<file path="src/design/bglph_pkg.sv">
// Shared constants, register codes and controller/datapath interface types.
`timescale 1ns / 1ps
`default_nettype none

package bglph_pkg;

  localparam int DOT_COUNT_DEF = 32;

  localparam int IDX_W      = 5;
  localparam int COLOR_W    = 2;
  localparam int LEVEL_W    = 8;
  localparam int BREAK_W    = 6;
  localparam int FADE_W     = 16;
  localparam int TIME_W     = 32;
  localparam int CFG_IDX_W  = 2;
  localparam int CFG_DATA_W = 16;

  localparam logic [COLOR_W-1:0] COL_BLACK  = 2'd0;
  localparam logic [COLOR_W-1:0] COL_GREEN  = 2'd1;
  localparam logic [COLOR_W-1:0] COL_ORANGE = 2'd2;
  localparam logic [COLOR_W-1:0] COL_RED    = 2'd3;

  localparam logic [CFG_IDX_W-1:0] REG_BREAK_LOW  = 2'd0;
  localparam logic [CFG_IDX_W-1:0] REG_BREAK_HIGH = 2'd1;
  localparam logic [CFG_IDX_W-1:0] REG_FADE_TIME  = 2'd2;

  localparam logic [BREAK_W-1:0] BREAK_LOW_RST  = 6'd18;
  localparam logic [BREAK_W-1:0] BREAK_HIGH_RST = 6'd28;
  localparam logic [FADE_W-1:0]  FADE_TIME_RST  = 16'd3000;

  // controller -> datapath
  typedef struct packed {
    logic load;       // latch clamped level
    logic tick;       // advance ms counter
    logic walk_init;  // walk pointer starts at bar top
    logic rise_step;  // emit one painted dot
    logic fall_step;  // emit one blacked dot
    logic peak_step;  // emit the peak frame
    logic last;       // final frame of this input
  } cmd_t;

  // datapath -> controller
  typedef struct packed {
    logic lvl_gt_bar;
    logic lvl_lt_bar;
    logic walk_at_lvl;
    logic peak_due;
    logic out_free;
  } stat_t;

  // one displayed frame, dot_valid in the lowest bit
  typedef struct packed {
    logic                last;
    logic [IDX_W-1:0]    peak_index;
    logic                peak_paint;
    logic [COLOR_W-1:0]  dot_color;
    logic [IDX_W-1:0]    dot_index;
    logic                dot_valid;
  } frame_t;

endpackage

`default_nettype wire

</file>
<file path="src/design/bglph_ctrl.sv">
// Sequencer for bar animation and peak frames.
`timescale 1ns / 1ps
`default_nettype none

module bglph_ctrl (
  input  wire logic           clk,
  input  wire logic           rst,
  input  wire logic           s_tvalid,
  input  wire logic           func,
  output logic                s_tready,
  input  wire bglph_pkg::stat_t stat,
  output bglph_pkg::cmd_t     cmd
);

  localparam logic [2:0] ST_IDLE   = 3'd0;
  localparam logic [2:0] ST_DECIDE = 3'd1;
  localparam logic [2:0] ST_RISE   = 3'd2;
  localparam logic [2:0] ST_FALL   = 3'd3;
  localparam logic [2:0] ST_PEAK   = 3'd4;

  logic [2:0] state;
  logic [2:0] state_next;

  assign s_tready = (state == ST_IDLE);

  always_comb begin
    state_next = state;
    cmd        = '0;
    case (state)
      ST_IDLE: begin
        if (s_tvalid) begin
          if (func) begin
            cmd.load   = 1'b1;
            state_next = ST_DECIDE;
          end else begin
            cmd.tick = 1'b1;
          end
        end
      end
      ST_DECIDE: begin
        cmd.walk_init = 1'b1;
        if (stat.lvl_gt_bar) begin
          state_next = ST_RISE;
        end else if (stat.lvl_lt_bar) begin
          state_next = ST_FALL;
        end else if (stat.peak_due) begin
          state_next = ST_PEAK;
        end else begin
          state_next = ST_IDLE;
        end
      end
      ST_RISE, ST_FALL: begin
        if (stat.out_free) begin
          cmd.rise_step = (state == ST_RISE);
          cmd.fall_step = (state == ST_FALL);
          cmd.last      = stat.walk_at_lvl && !stat.peak_due;
          if (stat.walk_at_lvl) begin
            state_next = stat.peak_due ? ST_PEAK : ST_IDLE;
          end
        end
      end
      ST_PEAK: begin
        if (stat.out_free) begin
          cmd.peak_step = 1'b1;
          cmd.last      = 1'b1;
          state_next    = ST_IDLE;
        end
      end
      default: begin
        state_next = ST_IDLE;
      end
    endcase
  end

  always_ff @(posedge clk) begin
    if (rst) begin
      state <= ST_IDLE;
    end else begin
      state <= state_next;
    end
  end

endmodule

`default_nettype wire

</file>
<file path="src/design/bglph_dp.sv">
// Datapath: config registers, bar/peak state, ms timer and the output frame register.
`timescale 1ns / 1ps
`default_nettype none

module bglph_dp #(
  parameter int DOT_COUNT = bglph_pkg::DOT_COUNT_DEF
) (
  input  wire logic                               clk,
  input  wire logic                               rst,
  input  wire logic                               cfg_valid,
  input  wire logic [bglph_pkg::CFG_IDX_W-1:0]    cfg_index,
  input  wire logic [bglph_pkg::CFG_DATA_W-1:0]   cfg_data,
  input  wire logic [bglph_pkg::LEVEL_W-1:0]      new_level,
  input  wire bglph_pkg::cmd_t                    cmd,
  output bglph_pkg::stat_t                        stat,
  input  wire logic                               m_tready,
  output logic                                    m_tvalid,
  output bglph_pkg::frame_t                       frame
);

  localparam int PW = (DOT_COUNT > 1) ? $clog2(DOT_COUNT) : 1;
  localparam int CW = (PW > bglph_pkg::BREAK_W) ? PW : bglph_pkg::BREAK_W;
  localparam logic [bglph_pkg::LEVEL_W:0] LVL_MAX = (bglph_pkg::LEVEL_W + 1)'(DOT_COUNT - 1);
  localparam logic [PW-1:0] TOP_DOT = PW'(DOT_COUNT - 1);

  logic [bglph_pkg::BREAK_W-1:0] break_low;
  logic [bglph_pkg::BREAK_W-1:0] break_high;
  logic [bglph_pkg::FADE_W-1:0]  fade_time_ms;
  logic [PW-1:0]                 bar_top;
  logic [PW-1:0]                 peak_pos;
  logic [PW-1:0]                 walk_dot;
  logic [PW-1:0]                 lvl;
  logic [bglph_pkg::TIME_W-1:0]  now_ms;
  logic [bglph_pkg::TIME_W-1:0]  last_decay_ms;

  logic [PW-1:0]                   lvl_next;
  logic [bglph_pkg::LEVEL_W:0]     lvl_mag;
  logic [bglph_pkg::TIME_W-1:0]    elapsed;
  logic                            fade_over;
  logic                            peak_jump;
  logic                            peak_above_bar;
  logic [bglph_pkg::COLOR_W-1:0]   walk_color;
  logic                            emit;
  bglph_pkg::frame_t               frame_next;

  // saturate the signed request to 0..DOT_COUNT-1
  assign lvl_mag = {2'b00, new_level[bglph_pkg::LEVEL_W-2:0]};
  always_comb begin
    if (new_level[bglph_pkg::LEVEL_W-1]) begin
      lvl_next = '0;
    end else if (lvl_mag > LVL_MAX) begin
      lvl_next = TOP_DOT;
    end else begin
      lvl_next = PW'(lvl_mag);
    end
  end

  assign elapsed        = now_ms - last_decay_ms;
  assign fade_over      = elapsed > {{(bglph_pkg::TIME_W - bglph_pkg::FADE_W){1'b0}}, fade_time_ms};
  assign peak_jump      = (lvl >= peak_pos);
  assign peak_above_bar = (peak_pos > bar_top);

  always_comb begin
    if (CW'(walk_dot) < CW'(break_low)) begin
      walk_color = bglph_pkg::COL_GREEN;
    end else if (CW'(walk_dot) < CW'(break_high)) begin
      walk_color = bglph_pkg::COL_ORANGE;
    end else begin
      walk_color = bglph_pkg::COL_RED;
    end
  end

  assign stat.lvl_gt_bar  = (lvl > bar_top);
  assign stat.lvl_lt_bar  = (lvl < bar_top);
  assign stat.walk_at_lvl = (walk_dot == lvl);
  assign stat.peak_due    = peak_jump || fade_over;
  assign stat.out_free    = !m_tvalid || m_tready;

  assign emit = cmd.rise_step || cmd.fall_step || cmd.peak_step;

  always_comb begin
    frame_next      = '0;
    frame_next.last = cmd.last;
    if (cmd.rise_step) begin
      frame_next.dot_valid  = 1'b1;
      frame_next.dot_index  = bglph_pkg::IDX_W'(walk_dot);
      frame_next.dot_color  = walk_color;
      frame_next.peak_index = bglph_pkg::IDX_W'(peak_pos);
    end else if (cmd.fall_step) begin
      frame_next.dot_valid  = 1'b1;
      frame_next.dot_index  = bglph_pkg::IDX_W'(walk_dot);
      frame_next.dot_color  = bglph_pkg::COL_BLACK;
      frame_next.peak_paint = 1'b1;
      frame_next.peak_index = bglph_pkg::IDX_W'(peak_pos);
    end else begin
      frame_next.peak_paint = 1'b1;
      if (peak_jump) begin
        frame_next.peak_index = bglph_pkg::IDX_W'(lvl);
      end else if (peak_above_bar) begin
        // decay: black out the old peak dot, paint one lower
        frame_next.dot_valid  = 1'b1;
        frame_next.dot_index  = bglph_pkg::IDX_W'(peak_pos);
        frame_next.dot_color  = bglph_pkg::COL_BLACK;
        frame_next.peak_index = bglph_pkg::IDX_W'(peak_pos - 1'b1);
      end else begin
        frame_next.peak_index = bglph_pkg::IDX_W'(peak_pos);
      end
    end
  end

  always_ff @(posedge clk) begin
    if (rst) begin
      break_low    <= bglph_pkg::BREAK_LOW_RST;
      break_high   <= bglph_pkg::BREAK_HIGH_RST;
      fade_time_ms <= bglph_pkg::FADE_TIME_RST;
    end else if (cfg_valid) begin
      case (cfg_index)
        bglph_pkg::REG_BREAK_LOW:  break_low    <= cfg_data[bglph_pkg::BREAK_W-1:0];
        bglph_pkg::REG_BREAK_HIGH: break_high   <= cfg_data[bglph_pkg::BREAK_W-1:0];
        bglph_pkg::REG_FADE_TIME:  fade_time_ms <= cfg_data[bglph_pkg::FADE_W-1:0];
        default: ;
      endcase
    end
  end

  always_ff @(posedge clk) begin
    if (rst) begin
      bar_top       <= '0;
      peak_pos      <= '0;
      walk_dot      <= '0;
      lvl           <= '0;
      now_ms        <= '0;
      last_decay_ms <= '0;
    end else begin
      if (cmd.tick) begin
        now_ms <= now_ms + 1'b1;
      end
      if (cmd.load) begin
        lvl <= lvl_next;
      end
      if (cmd.walk_init) begin
        walk_dot <= bar_top;
      end
      if (cmd.rise_step || cmd.fall_step) begin
        if (stat.walk_at_lvl) begin
          bar_top <= lvl;
        end else if (cmd.rise_step) begin
          walk_dot <= walk_dot + 1'b1;
        end else begin
          walk_dot <= walk_dot - 1'b1;
        end
      end
      if (cmd.peak_step) begin
        if (peak_jump) begin
          peak_pos <= lvl;
        end else begin
          last_decay_ms <= now_ms;
          if (peak_above_bar) begin
            peak_pos <= peak_pos - 1'b1;
          end
        end
      end
    end
  end

  // output word register; frees up as soon as the sink takes the word
  always_ff @(posedge clk) begin
    if (rst) begin
      m_tvalid <= 1'b0;
    end else if (emit) begin
      m_tvalid <= 1'b1;
    end else if (m_tready) begin
      m_tvalid <= 1'b0;
    end
  end

  always_ff @(posedge clk) begin
    if (emit) begin
      frame <= frame_next;
    end
  end

endmodule

`default_nettype wire

</file>
<file path="src/design/bargraph_level_peak_hold.sv">
// Top level: bargraph level meter with peak-hold dot.
//
// Input stream (s_*): one word per item. s_tuser[0] selects the kind:
// 0 is a one-millisecond tick, 1 a level sample in s_tdata[7:0] (signed,
// saturated to 0..DOT_COUNT-1). Ticks are taken while idle and give no word.
// Output stream (m_*): one word per displayed frame; m_tlast marks the final
// frame caused by a level sample. A sample may give no frame at all.
// A level sample gives N frames (at most DOT_COUNT+1): the walk counter
// moves the bar one dot per frame, then a single peak frame may follow.
// s_tready is high only while the sequencer is idle; it may be high while the
// last frame still sits in the output register.
// When the sink stalls, the frame holds in the output register and the
// sequencer waits. Config writes (cfg_*) are always accepted and must only
// be issued while idle.
// Reset clears bar, peak, timer and output valid, and loads break points
// 18 and 28 and a fade time of 3000 ms.
`timescale 1ns / 1ps
`default_nettype none

module bargraph_level_peak_hold #(
  parameter int DOT_COUNT = bglph_pkg::DOT_COUNT_DEF
) (
  input  wire logic                             clk,
  input  wire logic                             rst,
  input  wire logic                             cfg_valid,
  output logic                                  cfg_ready,
  input  wire logic [bglph_pkg::CFG_IDX_W-1:0]  cfg_index,
  input  wire logic [bglph_pkg::CFG_DATA_W-1:0] cfg_data,
  input  wire logic                             s_tvalid,
  output logic                                  s_tready,
  input  wire logic [7:0]                       s_tdata,   // [7:0] new_level
  input  wire logic [0:0]                       s_tuser,   // [0] func
  output logic                                  m_tvalid,
  input  wire logic                             m_tready,
  // [0] dot_valid, [5:1] dot_index, [7:6] dot_color, [8] peak_paint,
  // [13:9] peak_index, [15:14] zero
  output logic [15:0]                           m_tdata,
  output logic                                  m_tlast
);

  bglph_pkg::cmd_t   cmd;
  bglph_pkg::stat_t  stat;
  bglph_pkg::frame_t frame;

  assign cfg_ready = 1'b1;

  bglph_ctrl u_ctrl (
    .clk      (clk),
    .rst      (rst),
    .s_tvalid (s_tvalid),
    .func     (s_tuser[0]),
    .s_tready (s_tready),
    .stat     (stat),
    .cmd      (cmd)
  );

  bglph_dp #(
    .DOT_COUNT (DOT_COUNT)
  ) u_dp (
    .clk       (clk),
    .rst       (rst),
    .cfg_valid (cfg_valid),
    .cfg_index (cfg_index),
    .cfg_data  (cfg_data),
    .new_level (s_tdata),
    .cmd       (cmd),
    .stat      (stat),
    .m_tready  (m_tready),
    .m_tvalid  (m_tvalid),
    .frame     (frame)
  );

  assign m_tdata = {2'b00, frame.peak_index, frame.peak_paint, frame.dot_color,
                    frame.dot_index, frame.dot_valid};
  assign m_tlast = frame.last;

endmodule

`default_nettype wire

</file>
<file path="config.mk">
export PLATFORM = sky130hd
export DESIGN_NAME = bargraph_level_peak_hold
export DESIGN_NICKNAME = d
export VERILOG_FILES = /design/src/design/bglph_pkg.sv /design/src/design/bglph_ctrl.sv /design/src/design/bglph_dp.sv /design/src/design/bargraph_level_peak_hold.sv
export SDC_FILE = /design/constraint.sdc
export NUM_CORES = 1
export LEC_CHECK = 0
export BUFFER_PORTS_ARGS = -buffer_cell sky130_fd_sc_hd__buf_2
export CORE_AREA = 3 3 123 125
export CTS_CLUSTER_SIZE = 12
export DETAILED_ROUTE_END_ITERATION = 12
export DIE_AREA = 0 0 126 128
export PLACE_DENSITY = 0.77
export SLEW_MARGIN = 20
export SYNTH_ARGS = -nofsm -noshare
export SYNTH_HDL_FRONTEND = slang
export SYNTH_HIERARCHICAL = 1
export SYNTH_SLANG_ARGS = --single-unit
export TNS_END_PERCENT = 5
</file>
<file path="constraint.sdc">
create_clock -name clk -period 10.2 [get_ports clk]
set_input_delay 0 -clock clk [delete_from_list [all_inputs] [get_ports clk]]
set_output_delay 0 -clock clk [all_outputs]
set_load 0.02 [all_outputs]
</file>
==> out/metrics.cfg <==
[power]
leakagePower_nw = 4.08
ir_drop_v = 0.000176
power.density_mw_per_mm2 = 153
power.internal_w = 0.00104
total_power_w = 0.00146
total_switching_power_w = 0.000422
seqPwrFrac_pct = 39.2
swShare_pct = 28.9
comb_power_share_pct = 17.8
clockPowerShare_pct = 43.0

[synthesis]
yosysWarningCount = 6
syn_area_sq_mm = 0.00837
yosys_most_used_dff = dfxtp_1
synthCells = 1051
ys_async_sr_fraction_pct = 0
synth_edf_count = 15
ys_ff_latch = 131
synth_cell_type_count = 71
yosysSeqAreaShare_pct = 33.1
avgSynthCellArea_sq_um = 7.97

[sta]
tns_ns = 0
maxSlewViolCount = 0
fmax_ghz = 0.224
skew_ns = 0.00965
setup_viol = 0
worst_slew_pin_slew_ns = 0.972
slew_headroom_pct = 35.1
finalHoldViolCount = 0
finalCriticalPeriod_ns = 4.46
fin_crit_sh_pct = 43.7
rsz0062_at_grt = false

[clock_network]
clk_pin_slew_ns = 0.06
htree_levels = 4
insertion_delay_ns = 0.43
holdBufCountCts = 25
postCtsSetupBuffers = 0
cts_sinks = 131
cts.path.max_buffers = 2
cts_buffers = 17
cts_root_buffer = clkbuf_16
cts_resized = 0
cts_tree = done

[placed_design]
portBuffers = 48
dp_cells = 1239
dpl.hpwl_um = 13200
place_congestion = 0.867

[grt]
grt_usage_pct = 24.0
grt_pass1_wl_um = 32200
antenna_found_initial = 0
grt_max_degree = 69
overflow = 0
grt_pass1_vias = 6827

[setup_path]
cp_cell_sequence = inv_1 > ha_1 > fa_1 > nand2b_1 > a21oi_1 > nor2_1 > o21ai_0 > a31oi_1 > xnor2_1 > ha_1 > nand4_1 > nor4_1 > o211ai_1 > nor4b_1 > nand3_1 > nor4b_2 > nand4_1 > o21ai_0 > or4b_1 > a21oi_1
cp-endpoint = u_ctrl/state[2]
r2r_slack_ns = 5.74
rr_worst_depth = 20
r2r-start = u_dp/now_ms[0]
r2r_end = u_ctrl/state[2]
cp-end-kind = flip-flop
crit_arrival_ns = 4.73
cp_max_fo = 5
path_delay_family = simple AND/OR/NAND/NOR gates
crit_type = flip-flop to flip-flop
crit_buf_inv = 1
critical_path_depth = 20
crit_path_start = u_dp/now_ms[0]
slowest_delay_ns = 0.41
start_kind = flip-flop
slowest_stage = dfxtp_1
worstPathRequired_ns = 10.47

[layout]
syn_to_final_growth_pct = 13.6
antenna-diode-count = 0
final_cells = 1296
nets = 1213
drive_gt1_share_pct = 9.68

[flow_run]
cap_violations = 0

[floorplanning]
core_sq_mm = 0.0140
dieHeight_um = 128
die_x_um = 126
row_count = 43
pin_count = 52
initial_utilization_pct = 59.9
die-area_sq_mm = 0.0161

[route]
drt_wl_total_um = 19000
routedWlPerCell_um = 14.6
via_count = 7341
drt_iter0_drc = 474
dr.pass1.iters = 7
ant_nets = 0
drcViolationCount = 0
viasPerCell = 5.66

[hold_path]
min_path_type = input port to flip-flop
min_path_cells = 2
worstHoldStart = rst

[outcome]
status = completed

-- cell type report --
| cell class | count | area (sq um) |
|---|---|---|
| repair buffers | 79 | 538 |
| multi-input cells | 795 | 5070 |
| well taps | 180 | 225 |
| clock buffers | 19 | 464 |
| inverters | 79 | 297 |
| clock inverters | 13 | 144 |
| fillers | 1155 | 4470 |
| flip-flops and latches | 131 | 2770 |
-- per-stage QoR --
| stage | hold WS [ns] | util, % | cell area [sq um] | worst slack, ns |
|---|---|---|---|---|
| final | 0.0152 | 68.0 | 9520 | 5.74 |
| after global routing | 0.0431 | 68.0 | 9520 | 5.21 |
| after CTS | 0.00399 | 68.0 | 9520 | 5.76 |
| after detailed placement | 0.206 | 61.9 | 8660 | 5.79 |
| after global placement | 0.203 | 61.9 | 8660 | 5.89 |
| after floorplan | 0.0691 | - | 8380 | 6.22 |
-- cell usage in the layout (no fill, tap or decap), types with 4 or more instances in the layout --
cell and n:
mux2i_1 17, and3_1 13, o211ai_1 6, or3_1 7, buf_2 47, nand2_1 152, nor2b_1 12, ha_1 76
a21oi_1 109, xor2_1 34, a22o_1 5, a31oi_1 9, edfxtp_1 15, nand3_1 21, xnor2_1 23, nor2_1 99
o21ai_1 4, nand2b_1 17, o21a_1 5, a211oi_1 11, nor3b_1 5, a211o_1 11, nor3_1 20, o31ai_1 9
dlygate4sd3_1 25, inv_1 78, dfxtp_1 116, o21ai_0 31, inv_6 4, clkbuf_16 18, a21o_1 18, buf_4 7
nand4_1 24
-- Yosys cell counts (17+ instances only) --
cell	instances	area (sq um)
a21o_1	18	135
a21oi_1	109	546
nand2b_1	17	106
nor3_1	20	100
xor2_1	34	298
o21ai_0	31	155
nand3_1	21	105
ha_1	76	951
nand4_1	24	150
xnor2_1	23	201
clkbuf_1	32	120
mux2i_1	17	170
inv_1	78	293
dfxtp_1	116	2320
nor2_1	100	375
nand2_1	152	571
-- per-layer routing --
layer | GRT usage (%) | vias to the layer above | routed length, um
met5 | 0 | - | 0
met2 | 38.8 | 155 | 8810
met4 | 7.76 | 0 | 281
li1 | - | 3736 | -
met1 | 32.5 | 3427 | 9030
met3 | 4.46 | 23 | 826
-- registers in the layout (all words and copies together), names as in the netlist --
name and count:
u_dp/break_high 6, u_dp/walk_dot 5, u_ctrl/state 3, u_dp/m_tvalid 1, u_dp/bar_top 5, u_dp/frame 15, u_dp/now_ms 32, u_dp/lvl 5
u_dp/break_low 6, u_dp/peak_pos 5, u_dp/fade_time_ms 16, u_dp/last_decay_ms 32
-- cells by family after synthesis --
| family | count (synthesis) | synth area share (%) |
|---|---|---|
| flip-flops | 131 | 33.1 |
| buffers and inverters | 126 | 6.36 |
| AND/OR/NAND/NOR | 393 | 22.0 |
| AO/OA/AOI/OAI | 246 | 18.5 |
| XOR/XNOR | 57 | 5.96 |
| multiplexers | 18 | 2.17 |
| adder cells (fa/ha/maj) | 78 | 11.8 |
| other | 2 | 0.0897 |
-- how the worst min path moves through the flow --
stage	to	slack, ns
after floorplan	u_ctrl/state[0]	0.07
after global placement	u_dp/fade_time_ms[7]	0.20
after detailed placement	u_dp/fade_time_ms[9]	0.21
after CTS	u_dp/break_low[3]	0.004
after global routing	u_dp/now_ms[14]	0.04
final	u_dp/now_ms[29]	0.02
-- power by group through the flow --
stage               Combinational, W  Sequential, W  Clock [W]
finish                      0.000260       0.000572   0.000627
global route                0.000293       0.000574   0.000659
CTS                         0.000258       0.000571   0.000636
detailed placement          0.000248       0.000582          0
global placement            0.000243       0.000581          0
floorplan                   0.000184       0.000587          0
No activity file was read; power rests on OpenSTA's default activity.
